## src/hw/rtl/pse_pkg.sv

```systemverilog
`default_nettype none
package pse_pkg;

  localparam int DIM_W = 14;
  localparam int RAW_W = 30;
  localparam int LEN_W = 32;
  localparam int CFG_INDEX_W = 2;

  localparam logic [CFG_INDEX_W-1:0] REG_IMAGE_WIDTH  = 2'd0;
  localparam logic [CFG_INDEX_W-1:0] REG_IMAGE_HEIGHT = 2'd1;

  localparam logic CMD_START = 1'b0;
  localparam logic CMD_PIXEL = 1'b1;

  localparam logic [15:0] BLOCK_MAX = 16'hffff;
  localparam logic [16:0] ADLER_MOD = 17'd65521;
  localparam logic [31:0] CRC_POLY  = 32'hedb88320;
  localparam logic [31:0] CRC_INIT  = 32'hffffffff;
  localparam logic [7:0]  ZLIB_CMF  = 8'h78;
  localparam logic [7:0]  ZLIB_FLG  = 8'h01;

  typedef struct packed {
    logic       command;
    logic [7:0] red;
    logic [7:0] green;
    logic [7:0] blue;
    logic [7:0] alpha;
  } pse_in_t;

  typedef struct packed {
    logic [7:0] out_byte;
    logic       last_of_run;
    logic       end_of_image;
  } pse_out_t;

  // One record per accepted item that produces output.
  typedef struct packed {
    logic             is_start;
    logic             filter;   // row starts with this pixel
    logic             finish;   // last pixel of the image
    logic [DIM_W-1:0] width;
    logic [DIM_W-1:0] height;
    logic [31:0]      pixel;    // R,G,B,A from the top byte down
  } pse_cmd_t;

  function automatic logic [31:0] crc_byte(input logic [31:0] crc, input logic [7:0] b);
    logic [31:0] c;
    c = crc ^ {24'd0, b};
    for (int k = 0; k < 8; k++) begin
      c = c[0] ? (CRC_POLY ^ (c >> 1)) : (c >> 1);
    end
    return c;
  endfunction

  function automatic logic [7:0] sig_byte(input logic [2:0] i);
    logic [7:0] v;
    case (i)
      3'd0:    v = 8'd137;
      3'd1:    v = 8'd80;
      3'd2:    v = 8'd78;
      3'd3:    v = 8'd71;
      3'd4:    v = 8'd13;
      3'd5:    v = 8'd10;
      3'd6:    v = 8'd26;
      default: v = 8'd10;
    endcase
    return v;
  endfunction

endpackage
`default_nettype wire

```

## src/hw/rtl/pse_front.sv

```systemverilog
`default_nettype none
module pse_front import pse_pkg::*; #(
  parameter int MAX_DIMENSION = 8192
) (
  input  wire logic             clk,
  input  wire logic             rst,
  input  wire logic             push,
  output logic                  full,
  input  wire pse_in_t          in_item,
  input  wire logic [DIM_W-1:0] image_width,
  input  wire logic [DIM_W-1:0] image_height,
  output logic                  cmd_push,
  output pse_cmd_t              cmd_data,
  input  wire logic             cmd_full
);

  localparam logic [DIM_W:0] MAX_D = (DIM_W+1)'(MAX_DIMENSION);

  logic             image_open;
  logic [DIM_W-1:0] latched_width;
  logic [DIM_W-1:0] column_count;
  logic [DIM_W-1:0] rows_remaining;

  logic             accept;
  logic [DIM_W-1:0] w_clamp, h_clamp, col_next, rows_next;
  logic             filter;

  function automatic logic [DIM_W-1:0] clamp(input logic [DIM_W-1:0] v);
    if (v == '0) return DIM_W'(1);
    if ({1'b0, v} > MAX_D) return MAX_D[DIM_W-1:0];
    return v;
  endfunction

  assign full    = cmd_full;
  assign accept  = push && !cmd_full;
  assign w_clamp = clamp(image_width);
  assign h_clamp = clamp(image_height);
  assign filter  = (column_count == '0);

  always_comb begin
    col_next  = (filter ? latched_width : column_count) - DIM_W'(1);
    rows_next = rows_remaining;
    if (col_next == '0 && rows_remaining != '0) rows_next = rows_remaining - DIM_W'(1);
  end

  assign cmd_push = accept && (in_item.command == CMD_START || image_open);

  always_comb begin
    cmd_data.is_start = (in_item.command == CMD_START);
    cmd_data.filter   = filter;
    cmd_data.finish   = (rows_next == '0);
    cmd_data.width    = w_clamp;
    cmd_data.height   = h_clamp;
    cmd_data.pixel    = {in_item.red, in_item.green, in_item.blue, in_item.alpha};
  end

  always_ff @(posedge clk) begin
    if (rst) begin
      image_open     <= 1'b0;
      latched_width  <= DIM_W'(1);
      column_count   <= '0;
      rows_remaining <= '0;
    end else if (accept) begin
      if (in_item.command == CMD_START) begin
        image_open     <= 1'b1;
        latched_width  <= w_clamp;
        column_count   <= '0;
        rows_remaining <= h_clamp;
      end else if (image_open) begin
        column_count   <= col_next;
        rows_remaining <= rows_next;
        if (rows_next == '0) image_open <= 1'b0;
      end
    end
  end

endmodule
`default_nettype wire

```

## src/hw/rtl/pse_cmd_fifo.sv

```systemverilog
`default_nettype none
module pse_cmd_fifo import pse_pkg::*; (
  input  wire logic     clk,
  input  wire logic     rst,
  input  wire logic     wr,
  input  wire pse_cmd_t wdata,
  output logic          full,
  output logic          valid,
  output pse_cmd_t      rdata,
  input  wire logic     rd
);

  pse_cmd_t   mem [2];
  logic       wptr, rptr;
  logic [1:0] count;

  assign full  = (count == 2'd2);
  assign valid = (count != 2'd0);
  assign rdata = mem[rptr];

  always_ff @(posedge clk) begin
    if (wr && !full) mem[wptr] <= wdata;
  end

  always_ff @(posedge clk) begin
    if (rst) begin
      wptr  <= 1'b0;
      rptr  <= 1'b0;
      count <= 2'd0;
    end else begin
      if (wr && !full) wptr <= ~wptr;
      if (rd && valid) rptr <= ~rptr;
      count <= count + {1'b0, wr && !full} - {1'b0, rd && valid};
    end
  end

endmodule
`default_nettype wire

```

## src/hw/rtl/pse_back.sv

```systemverilog
`default_nettype none
module pse_back import pse_pkg::*; (
  input  wire logic     clk,
  input  wire logic     rst,
  input  wire logic     cmd_valid,
  input  wire pse_cmd_t cmd_data,
  output logic          cmd_pop,
  output logic          empty,
  input  wire logic     pop,
  output pse_out_t      out_item
);

  typedef enum logic [1:0] {S_IDLE, S_START, S_PIX, S_TAIL} state_t;

  state_t           state;
  logic [5:0]       idx;       // byte of the start sequence
  logic [4:0]       tidx;      // byte of the closing sequence
  logic [2:0]       slot;      // 0 filter byte, 1..4 R,G,B,A
  logic [2:0]       hidx;      // stored-block header byte
  logic             finish;
  logic [31:0]      pixel;
  logic [DIM_W-1:0] w_l, h_l;

  logic [RAW_W-1:0] raw_r;
  logic [15:0]      blk_r;
  logic [LEN_W-1:0] len_r;

  logic [RAW_W-1:0] raw_rem;
  logic [15:0]      blk_rem;
  logic [31:0]      crc;
  logic [15:0]      adler_lo, adler_hi;

  // output queue
  pse_out_t   oq [2];
  logic       oq_w, oq_r;
  logic [1:0] oq_cnt;

  logic       out_take, step, last, eoi, use_crc, crc_rst, is_hdr;
  logic [7:0] b;
  logic [7:0] raw_b;
  logic [15:0] blk_size;
  logic [31:0] crc_out;
  logic [16:0] lo_s, lo_n, hi_s, hi_n;
  logic [30:0] x_ceil;
  logic [16:0] r_ceil;
  pse_out_t    emit_item;

  assign empty    = (oq_cnt == 2'd0);
  assign out_item = oq[oq_r];
  assign out_take = pop && !empty;
  assign step     = (state != S_IDLE) && (oq_cnt != 2'd2 || out_take);

  // image geometry, refreshed every cycle from the latched dimensions
  assign x_ceil = {1'b0, raw_r} + 31'd65534;
  assign r_ceil = {1'b0, x_ceil[15:0]} + {2'b0, x_ceil[30:16]};
  always_ff @(posedge clk) begin
    raw_r <= RAW_W'(h_l) * RAW_W'({w_l, 2'b00} | 16'd1);
    blk_r <= {1'b0, x_ceil[30:16]} + {15'd0, r_ceil >= 17'd65535};
    len_r <= LEN_W'(raw_r) + LEN_W'({blk_r, 2'b00}) + LEN_W'(blk_r) + LEN_W'(6);
  end

  assign crc_out  = ~crc;
  assign blk_size = (raw_rem < RAW_W'(BLOCK_MAX)) ? raw_rem[15:0] : BLOCK_MAX;
  assign is_hdr   = (blk_rem == '0);

  always_comb begin
    case (slot)
      3'd0:    raw_b = 8'd0;
      3'd1:    raw_b = pixel[31:24];
      3'd2:    raw_b = pixel[23:16];
      3'd3:    raw_b = pixel[15:8];
      default: raw_b = pixel[7:0];
    endcase
  end

  always_comb begin
    b        = 8'd0;
    use_crc  = 1'b0;
    crc_rst  = 1'b0;
    last     = 1'b0;
    eoi      = 1'b0;
    unique case (state)
      S_START: begin
        use_crc = (idx >= 6'd12 && idx <= 6'd28) || idx >= 6'd37;
        crc_rst = (idx == 6'd12) || (idx == 6'd37);
        last    = (idx == 6'd42);
        case (idx)
          6'd11: b = 8'd13;
          6'd12: b = "I";
          6'd13: b = "H";
          6'd14: b = "D";
          6'd15: b = "R";
          6'd18: b = 8'(w_l >> 8);
          6'd19: b = w_l[7:0];
          6'd22: b = 8'(h_l >> 8);
          6'd23: b = h_l[7:0];
          6'd24: b = 8'd8;
          6'd25: b = 8'd6;
          6'd29: b = crc_out[31:24];
          6'd30: b = crc_out[23:16];
          6'd31: b = crc_out[15:8];
          6'd32: b = crc_out[7:0];
          6'd33: b = len_r[31:24];
          6'd34: b = len_r[23:16];
          6'd35: b = len_r[15:8];
          6'd36: b = len_r[7:0];
          6'd37: b = "I";
          6'd38: b = "D";
          6'd39: b = "A";
          6'd40: b = "T";
          6'd41: b = ZLIB_CMF;
          6'd42: b = ZLIB_FLG;
          default: b = (idx < 6'd8) ? sig_byte(idx[2:0]) : 8'd0;
        endcase
      end
      S_PIX: begin
        use_crc = 1'b1;
        if (is_hdr) begin
          case (hidx)
            3'd0:    b = {7'd0, raw_rem <= RAW_W'(BLOCK_MAX)};
            3'd1:    b = blk_size[7:0];
            3'd2:    b = blk_size[15:8];
            3'd3:    b = ~blk_size[7:0];
            default: b = ~blk_size[15:8];
          endcase
        end else begin
          b        = raw_b;
          last     = (slot == 3'd4) && !finish;
        end
      end
      S_TAIL: begin
        use_crc = (tidx < 5'd4) || (tidx >= 5'd12 && tidx < 5'd16);
        crc_rst = (tidx == 5'd12);
        last    = (tidx == 5'd19);
        eoi     = last;
        case (tidx)
          5'd0:  b = adler_hi[15:8];
          5'd1:  b = adler_hi[7:0];
          5'd2:  b = adler_lo[15:8];
          5'd3:  b = adler_lo[7:0];
          5'd4, 5'd16: b = crc_out[31:24];
          5'd5, 5'd17: b = crc_out[23:16];
          5'd6, 5'd18: b = crc_out[15:8];
          5'd7, 5'd19: b = crc_out[7:0];
          5'd12: b = "I";
          5'd13: b = "E";
          5'd14: b = "N";
          5'd15: b = "D";
          default: b = 8'd0;
        endcase
      end
      default: b = 8'd0;
    endcase
  end

  // Adler-32 running sums
  always_comb begin
    lo_s = {1'b0, adler_lo} + {9'd0, raw_b};
    lo_n = (lo_s >= ADLER_MOD) ? lo_s - ADLER_MOD : lo_s;
    hi_s = {1'b0, adler_hi} + lo_n;
    hi_n = (hi_s >= ADLER_MOD) ? hi_s - ADLER_MOD : hi_s;
  end

  always_comb begin
    emit_item.out_byte     = b;
    emit_item.last_of_run  = last;
    emit_item.end_of_image = eoi;
  end

  assign cmd_pop = cmd_valid && (state == S_IDLE || (step && last));

  always_ff @(posedge clk) begin
    if (step) oq[oq_w] <= emit_item;
  end

  always_ff @(posedge clk) begin
    if (rst) begin
      state    <= S_IDLE;
      idx      <= '0;
      tidx     <= '0;
      slot     <= '0;
      hidx     <= '0;
      finish   <= 1'b0;
      raw_rem  <= '0;
      blk_rem  <= '0;
      crc      <= CRC_INIT;
      adler_lo <= 16'd1;
      adler_hi <= 16'd0;
      w_l      <= DIM_W'(1);
      h_l      <= DIM_W'(1);
      oq_w     <= 1'b0;
      oq_r     <= 1'b0;
      oq_cnt   <= 2'd0;
    end else begin
      if (step) oq_w <= ~oq_w;
      if (out_take) oq_r <= ~oq_r;
      oq_cnt <= oq_cnt + {1'b0, step} - {1'b0, out_take};

      if (step) begin
        if (use_crc) crc <= crc_byte(crc_rst ? CRC_INIT : crc, b);
        unique case (state)
          S_START: begin
            idx <= idx + 6'd1;
            if (last) begin
              raw_rem  <= raw_r;
              blk_rem  <= '0;
              adler_lo <= 16'd1;
              adler_hi <= 16'd0;
            end
          end
          S_PIX: begin
            if (is_hdr) begin
              if (hidx == 3'd4) begin
                hidx    <= '0;
                blk_rem <= blk_size;
              end else begin
                hidx <= hidx + 3'd1;
              end
            end else begin
              adler_lo <= lo_n[15:0];
              adler_hi <= hi_n[15:0];
              raw_rem  <= raw_rem - RAW_W'(1);
              blk_rem  <= blk_rem - 16'd1;
              slot     <= slot + 3'd1;
              if (slot == 3'd4 && finish) begin
                state <= S_TAIL;
                tidx  <= '0;
              end
            end
          end
          S_TAIL: begin
            tidx <= tidx + 5'd1;
            if (last) crc <= CRC_INIT;
          end
          default: state <= S_IDLE;
        endcase
        if (last) state <= S_IDLE;
      end

      if (cmd_pop) begin
        if (cmd_data.is_start) begin
          state <= S_START;
          idx   <= '0;
          w_l   <= cmd_data.width;
          h_l   <= cmd_data.height;
        end else begin
          state  <= S_PIX;
          slot   <= cmd_data.filter ? 3'd0 : 3'd1;
          hidx   <= '0;
          finish <= cmd_data.finish;
          pixel  <= cmd_data.pixel;
        end
      end
    end
  end

  a_no_overflow: assert property (@(posedge clk) disable iff (rst)
    step |-> (oq_cnt != 2'd2 || out_take)) else $error("output queue overrun");
  a_eoi_last: assert property (@(posedge clk) disable iff (rst)
    (step && eoi) |-> last) else $error("end of image not on last byte");
  a_pix_range: assert property (@(posedge clk) disable iff (rst)
    (state == S_PIX) |-> (slot <= 3'd4 && hidx <= 3'd4)) else $error("pixel sequencer out of range");
  a_start_len: assert property (@(posedge clk) disable iff (rst)
    (state == S_START && idx == 6'd33) |-> $stable(w_l) && $stable(h_l))
    else $error("dimensions moved during start sequence");

endmodule
`default_nettype wire

```

## src/hw/rtl/png_stored_image_encoder_top.sv

```systemverilog
`default_nettype none
// PNG encoder for RGBA8 rasters using stored (uncompressed) deflate blocks.
// Write image_width (index 0) and image_height (index 1), then push a start
// item (command 0) followed by width*height pixel items (command 1). The
// result queue yields the PNG file one byte per transfer; last_of_run marks
// the final byte due to each item, end_of_image the last byte of IEND.
// Dimensions are clamped to 1..MAX_DIMENSION and latched at start. A start
// produces 43 bytes; a pixel produces 4 bytes, plus a filter byte at row
// start, plus 5 bytes where a stored block of up to 65535 bytes begins; the
// last pixel adds 20 closing bytes. The output side moves one byte per cycle
// while the byte queue has room or is being popped. A pixel with no open
// image is taken and produces nothing. Input and output are decoupled by a
// two-entry command queue and a two-entry byte queue.
module png_stored_image_encoder_top import pse_pkg::*; #(
  parameter int MAX_DIMENSION = 8192
) (
  input  wire logic                   clk,
  input  wire logic                   rst,
  input  wire logic                   push,
  output logic                        full,
  input  wire pse_in_t                in_item,
  output logic                        empty,
  input  wire logic                   pop,
  output pse_out_t                    out_item,
  input  wire logic                   cfg_write,
  input  wire logic [CFG_INDEX_W-1:0] cfg_index,
  input  wire logic [DIM_W-1:0]       cfg_data
);

  logic [DIM_W-1:0] image_width, image_height;
  logic             cmd_push, cmd_full, cmd_valid, cmd_pop;
  pse_cmd_t         cmd_wdata, cmd_rdata;

  // configuration registers; unknown indexes are dropped
  always_ff @(posedge clk) begin
    if (rst) begin
      image_width  <= DIM_W'(1);
      image_height <= DIM_W'(1);
    end else if (cfg_write) begin
      unique case (cfg_index)
        REG_IMAGE_WIDTH:  image_width  <= cfg_data;
        REG_IMAGE_HEIGHT: image_height <= cfg_data;
        default: ;
      endcase
    end
  end

  // front: tracks rows and columns, tags row start and final pixel
  pse_front #(.MAX_DIMENSION(MAX_DIMENSION)) u_front (
    .clk          (clk),
    .rst          (rst),
    .push         (push),
    .full         (full),
    .in_item      (in_item),
    .image_width  (image_width),
    .image_height (image_height),
    .cmd_push     (cmd_push),
    .cmd_data     (cmd_wdata),
    .cmd_full     (cmd_full)
  );

  pse_cmd_fifo u_cmd_fifo (
    .clk   (clk),
    .rst   (rst),
    .wr    (cmd_push),
    .wdata (cmd_wdata),
    .full  (cmd_full),
    .valid (cmd_valid),
    .rdata (cmd_rdata),
    .rd    (cmd_pop)
  );

  // back: byte sequencer with CRC-32, Adler-32 and block framing
  pse_back u_back (
    .clk       (clk),
    .rst       (rst),
    .cmd_valid (cmd_valid),
    .cmd_data  (cmd_rdata),
    .cmd_pop   (cmd_pop),
    .empty     (empty),
    .pop       (pop),
    .out_item  (out_item)
  );

endmodule
`default_nettype wire
```

## config.mk

```make
export PLATFORM = sky130hd
export DESIGN_NAME = png_stored_image_encoder_top
export DESIGN_NICKNAME = d
export VERILOG_FILES = /design/src/hw/rtl/pse_pkg.sv /design/src/hw/rtl/pse_front.sv /design/src/hw/rtl/pse_cmd_fifo.sv /design/src/hw/rtl/pse_back.sv /design/src/hw/rtl/png_stored_image_encoder_top.sv
export SDC_FILE = /design/constraint.sdc
export NUM_CORES = 2
export LEC_CHECK = 0
export BUFFER_PORTS_ARGS = -buffer_cell sky130_fd_sc_hd__buf_4
export CAP_MARGIN = 20
export CORE_ASPECT_RATIO = 0.8
export CORE_MARGIN = 2
export CORE_UTILIZATION = 41
export CTS_CLUSTER_DIAMETER = 60
export CTS_CLUSTER_SIZE = 28
export DETAILED_ROUTE_END_ITERATION = 12
export GPL_TIMING_DRIVEN = 0
export HOLD_SLACK_MARGIN = 0.02
export PLACE_DENSITY = 0.57
export SYNTH_ARGS = -nofsm -noshare
export SYNTH_HDL_FRONTEND = slang
export SYNTH_HIERARCHICAL = 1
export SYNTH_SLANG_ARGS = --single-unit
```

## constraint.sdc

```tcl
create_clock -name clk -period 9.4 [get_ports clk]
set_input_delay 1.88 -clock clk [delete_from_list [all_inputs] [get_ports clk]]
set_output_delay 1.88 -clock clk [all_outputs]
set_load 0.03 [all_outputs]
```

; Word-level counts from Yosys, hierarchy flattened
; Memories as Yosys holds them, arrays and structs flattened. A register that Yosys moved wholly into a read port is not among the register bits.
; Index checks and enable logic that the tools add are counted.
[word_totals]
register_bits = 347
ram_bits = 146
inputBits = 54
output_inout_bits = 12
elab_cells = 310
memories = 2
[memory_table]
columns = memory, depth, width, rd, rd_clocked_by_memory_dff, write_ports, line_no
row1 = u_cmd_fifo.mem, 2, 63, 1, 1, 1, pse_cmd_fifo.sv:13  ; pse_cmd_t mem [2];
row2 = u_back.oq, 2, 10, 1, 1, 1, pse_back.sv:34  ; pse_out_t oq [2];
[classes]
n_addsub = 22
multipliers = 1
n_lt_le_gt_ge = 14
eq_ne = 67
n_mux = 97
bitwise_logic = 19
n_reduce_logical = 59
[ops]
columns = operator, count
row1 = two-way mux 32 bit, 12
row2 = two-way mux 14 bit, 14
row3 = case mux 8 bit (23 select lines), 1
row4 = two-way mux 16 bit, 8
row5 = inverter 13 -> 14 bit, 8
row6 = case mux 16 bit (2 select lines), 3
row7 = case mux 8 bit (12 select lines), 1
row8 = logical NOT 14 bit, 5
row9 = "== test 6 bit, second input constant", 11
row10 = case mux 8 bit (4 select lines), 2
row11 = two-way mux 30 bit, 2
row12 = case mux 30 bit (2 select lines), 1
row13 = "== test 6 x 5 -> 1 bit, second input constant", 9
row14 = "greater-or-equal comparator 17 x 16 -> 1 bit, second input constant", 3
row15 = case mux 8 bit (6 select lines), 1
row16 = two-way mux 3 bit, 11
row17 = adder 32 x 16 -> 32 bit, 1
row18 = "adder 32 x 3 -> 32 bit, second input constant", 1
row19 = inverter 32 bit, 1
row20 = XOR 32 x 8 -> 32 bit, 1
row21 = "adder 30 x 16 -> 31 bit, second input constant", 1
row22 = adder 30 x 18 -> 31 bit, 1
row23 = "== test 6 x 4 -> 1 bit, second input constant", 5
row24 = "<= comparator 30 x 16 -> 1 bit, second input constant", 1
row25 = other kinds (66), 175

; Logic depth before layout (Yosys ltp)
[depth]
ltp_word = 26
mapped_depth = 35

; Modules after synthesis
; Netlist, hierarchy kept.
[by_module_without_submodules]
columns = mod, instances, cells_each, area_per_inst_um2, seq_area_each_um2
row1 = pse_back, 1, 3002, 25613.3, 6366.1
row2 = pse_cmd_fifo, 1, 222, 4777.1, 3883.7
row3 = pse_front, 1, 480, 3442.1, 860.8
row4 = png_stored_image_encoder_top, 1, 110, 1166.1, 560.5

; Worst setup path after synthesis
; OpenSTA, ideal clock, no wires.
[synth_path]
kind = reg2reg
startpoint = register u_back.slot[1]
endpoint = register u_back.adler_hi[7]
arrival_ns = 7.774
t_required_ns = 9.283
path_slack_ns = 1.509
path_stages_with_launch = 35
path_buffers = 5
period_less_slack_ns = 7.891
cell_sequence = dfxtp_1 ha_1 ha_1 clkbuf_1 o21bai_1 clkbuf_1 mux2_2 inv_1 ha_1 clkbuf_1 o21a_1 o31ai_1 a21oi_1 or4b_1 a21bo_2 a211oi_1 a21oi_1 clkbuf_1 or2_2 a21oi_1 and3b_1 nor2_1 ha_1 clkbuf_1 a21o_1 a21o_1 o21a_1 nor2_1 xor2_1 or3_1 or4b_1 nor4_1 a22oi_1 or3_1 a32o_1
[synth_via]
elab_chain_cells = 10
word_cells_on_any_way = 21
[synth_lines]
columns = element, line_no
row1 = start: declaration, pse_back.sv:18  ; logic [2:0] slot;
row2 = start signal: assignment, pse_back.sv:224  ; slot <= slot + 3'd1;
row3 = start signal: assignment, pse_back.sv:248  ; slot <= cmd_data.filter ? 3'd0 : 3'd1;
row4 = "== test 3 x 2 -> 1 bit, or another cell as far along", pse_back.sv:67  ; case (slot)
row5 = case mux 8 bit (4 select lines), pse_back.sv:67
row6 = adder 16 x 8 -> 17 bit, pse_back.sv:158  ; lo_s = {1'b0, adler_lo} + {9'd0, raw_b};
row7 = subtractor 17 x 16 -> 17 bit or greater-or-equal comparator 17 x 16 -> 1 bit (tied branches), pse_back.sv:159  ; lo_n = (lo_s >= ADLER_MOD) ? lo_s - ADLER_MOD : lo_s;
row8 = two-way mux 17 bit, pse_back.sv:159
row9 = adder 16 x 17 -> 17 bit, pse_back.sv:160  ; hi_s = {1'b0, adler_hi} + lo_n;
row10 = subtractor 16 bit or greater-or-equal comparator 17 x 16 -> 1 bit (tied branches), pse_back.sv:161  ; hi_n = (hi_s >= ADLER_MOD) ? hi_s - ADLER_MOD : hi_s;
row11 = two-way mux 16 bit, pse_back.sv:161
row12 = two-way mux 16 bit, pse_back.sv:212  ; if (is_hdr) begin
row13 = case mux 16 bit (2 select lines), pse_back.sv:201  ; unique case (state)
row14 = end signal: assignment, pse_back.sv:221  ; adler_hi <= hi_n[15:0];
row15 = end: declaration, pse_back.sv:31  ; logic [15:0] adler_lo, adler_hi;
; Parallel ways exist; a longest one is shown, timed or not. The select of a mux whose other input is x is not followed.
; A chain may end at the register's enable or synchronous reset.

; Worst setup path after layout
[layout_path]
startpoint = register u_back.slot[0]
endpoint = register u_back.adler_hi[6]
; Same word-level chain as after synthesis.

==> flow_summary.ini <==
[cts]
clk_pin_slew_worst_paths_ns = 0.10
h-tree-depth = 2
cts_tree = yes
post-cts-setup-buffers = 0
cts_sinks = 494
cts_root_buffer = clkbuf_16
cts_inserted_buffers = 39
ctsLongestPathBuffers = 3
worstSkewPairLatency_ns = 0.61

[yosys]
syn_area_mm2 = 0.0350
synth_most_common_cell = nand2_1
synth_top_area_cell = dfxtp_1
yosysSeqAreaShare = 0.333
syn_nets = 4251
synth_edf_count = 178
synth_commonest_cells = 386 x nand2_1, 316 x dfxtp_1, 315 x nor2_1
yosysWarnings = 6
synth.avg_cell_area_um2 = 9.18
ys_top_cells_by_area = dfxtp_1 18%, edfxtp_1 15%, fa_1 9.7%, ha_1 7.6%, nand2_1 4.1%
ys.flop_type = dfxtp_1
syn_inst = 3814
synthDistinctLibCells = 111
netlist.area_leader.share = 0.181
async_flop_share = 0
yosys_register_bits = 494

[pwr]
seqPwrFrac = 0.356
power.density_mw_per_mm2 = 213
p_int_mw = 4.77
p_total_mw = 8.14
p_sw_mw = 3.38
power.leakage_nw = 15.8
max-vdd-ir-drop_uv = 149
netSwitchingFraction = 0.415
clockPowerShare = 0.230
pwr-share-comb = 0.413

[floorplan]
start_util = 0.415
chipHeight_um = 265
die-width_um = 331
fp-row-count = 95
io_pins = 66
dieArea_mm2 = 0.0877
core_mm2 = 0.0843

[critical_path]
worst_path_max_delay_cell = or4b_1
cp_top_family = simple AND/OR/NAND/NOR gates
path_buf_inv = 5
startpoint = u_back/slot[0]
worstReg2RegStart = u_back/slot[0]
cp-start-kind = flip-flop
end_kind = flip-flop
worstPathMaxFanout = 10
path_class = reg2reg
cpPeakStageDelay_ns = 0.64
cp.arrival_ns = 9.25
required_ns = 9.88

[route]
vias_per_cell = 5.66
wl_per_cell_um = 21.1
dr_total_vias = 28500
route.antenna.remaining_nets = 0
dr.first_iter.drc_count = 2673
wirelength_mm = 107
drc = 0
firstDrtPassIters = 6

[global_routing]
grt_remaining_overflow = 0
grt_antenna_before_repair = 1
first_global_vias = 27000
grt_pass1_wl_mm = 163
grt_max_degree = 64
grt_usage = 0.241

[sta]
setup_violations = 0
layout_min_cycle_time_ns = 8.77
skew_ns = 0.0559
slew-limit-headroom = 0.275
slew_violations = 0
final_hold_viol_count = 0
finalCritPeriodShare = 0.933
clock.fmax_mhz = 114
worst_pin_slew_ns = 1.09

[job]
cap_violations = 0

[cells_and_area]
nets = 4329
syn2layout_area_growth_pct = 9.21
final_util = 0.454
final_layout_size_suffix_gt1_frac = 0.0834

[min_path]
hold_start = u_back/blk_r[0]
hp-class = reg2reg

[placement]
globalplace.congestion = 0.947
hpwl_mm = 81.1
io_buffers = 33

[status]
status = finished clean
## area by class of cell
type | count | area, um2
Sequential cell | 494 | 11700
Antenna cell | 1 | 2.50
Tap cell | 1115 | 1400
Buffer | 216 | 1020
Clock inverter | 24 | 367
Multi-Input combinational cell | 2838 | 21400
Inverter | 263 | 990
Fill cell | 8217 | 46100
Clock buffer | 47 | 1080
Timing Repair Buffer | 40 | 332
## cell usage in the layout (no fill, tap or decap), types with 23 or more instances in the layout
cell and instances:
nand2_1 386, dfxtp_1 316, nor2_1 315, inv_1 258, a21oi_1 217, ha_1 212
edfxtp_1 178, fa_1 170, clkbuf_1 143, o21ai_0 133, xnor2_1 129, and2_1 97
xor2_1 84, nand3_1 83, nor3_1 77, mux2_2 77, buf_4 75, nand2b_1 71
mux2i_1 58, a22oi_1 54, nor2b_1 49, o22ai_1 43, clkbuf_16 42, nor4_1 37
a21o_1 36, or3_1 32, nand4_1 31, a211oi_1 30, a31oi_1 27, and3_1 25
o21a_1 23
## state kept, by name (all words and copies together), names as in the netlist, 16 cells and up, named ones only
signal,flops
u_back/adler_lo,16
u_back/blk_rem,16
u_back/len_r,31
u_cmd_fifo/mem,126
u_back/adler_hi,16
u_back/crc,32
u_back/raw_rem,30
u_back/blk_r,16
u_back/pixel,32
u_back/oq,20
u_back/raw_r,30
## worst paths after layout
path / to / slack, ns / cells after the start
setup reg to reg: u_back/adler_hi[6] / 0.63 / 32
hold reg to reg: u_back/len_r[0] / 0.46 / 1
hold / removal: u_back/len_r[0] / 0.46 / 1
setup / recovery: u_back/adler_hi[6] / 0.63 / 32
## per-stage QoR
| step | area, um2 | setup TNS (ns) | hold WS, ns | setup slack, ns | std cells |
|---|---|---|---|---|---|
| finish | 38200 | 0 | 0.459 | 0.631 | 5038 |
| global route | 38200 | -0.0380 | 0.509 | -0.0179 | 5037 |
| global placement | 36600 | 0 | 0.464 | 0.0269 | 4962 |
| floorplan | 35000 | 0 | 0.389 | 1.51 | 3814 |
| detailed placement | 36700 | -0.00790 | 0.472 | -0.00790 | 4969 |
| CTS | 38200 | 0 | 0.476 | 0.0326 | 5040 |
## per-layer routing
| metal | GRT usage | vias to the layer above | part of all wire |
|---|---|---|---|
| li1 | - | 13500 | - |
| met1 | 0.364 | 13800 | 0.48 |
| met2 | 0.349 | 1033 | 0.41 |
| met3 | 0.0512 | 149 | 0.089 |
| met4 | 0.0566 | 2 | 0.022 |
| met5 | 0 | - | 0.00015 |
## power by group through the flow
stage	clock, mW	sequential [mW]	combinational (mW)
2_1_floorplan	0	2.72	2.48
3_3_place_gp	0	2.94	3.29
3_5_place_dp	0	2.93	3.31
4_1_cts	1.93	2.88	3.34
5_1_grt	2.00	2.92	3.72
6_report	1.88	2.90	3.37
## cells by family after synthesis
kind of cell             count (synthesis)  share of synthesized area
AND/OR/NAND/NOR                       1324                      0.189
adder cells (fa/ha/maj)                383                      0.173
XOR/XNOR                               226                     0.0606
AO/OA/AOI/OAI                          768                      0.144
multiplexers                           136                     0.0417
buffers and inverters                  482                     0.0575
other                                    1                   0.000107
flip-flops                             494                      0.333
## timing repair
| item | 4_1_cts | 5_1_grt |
|---|---|---|
| endpoints found under the setup margin | 3 | 16 |
| gates resized for setup | 1 | 15 |
| pin swaps | 0 | 1 |
| hold buffers | 0 | 0 |
No activity file was read; power rests on OpenSTA's default activity.
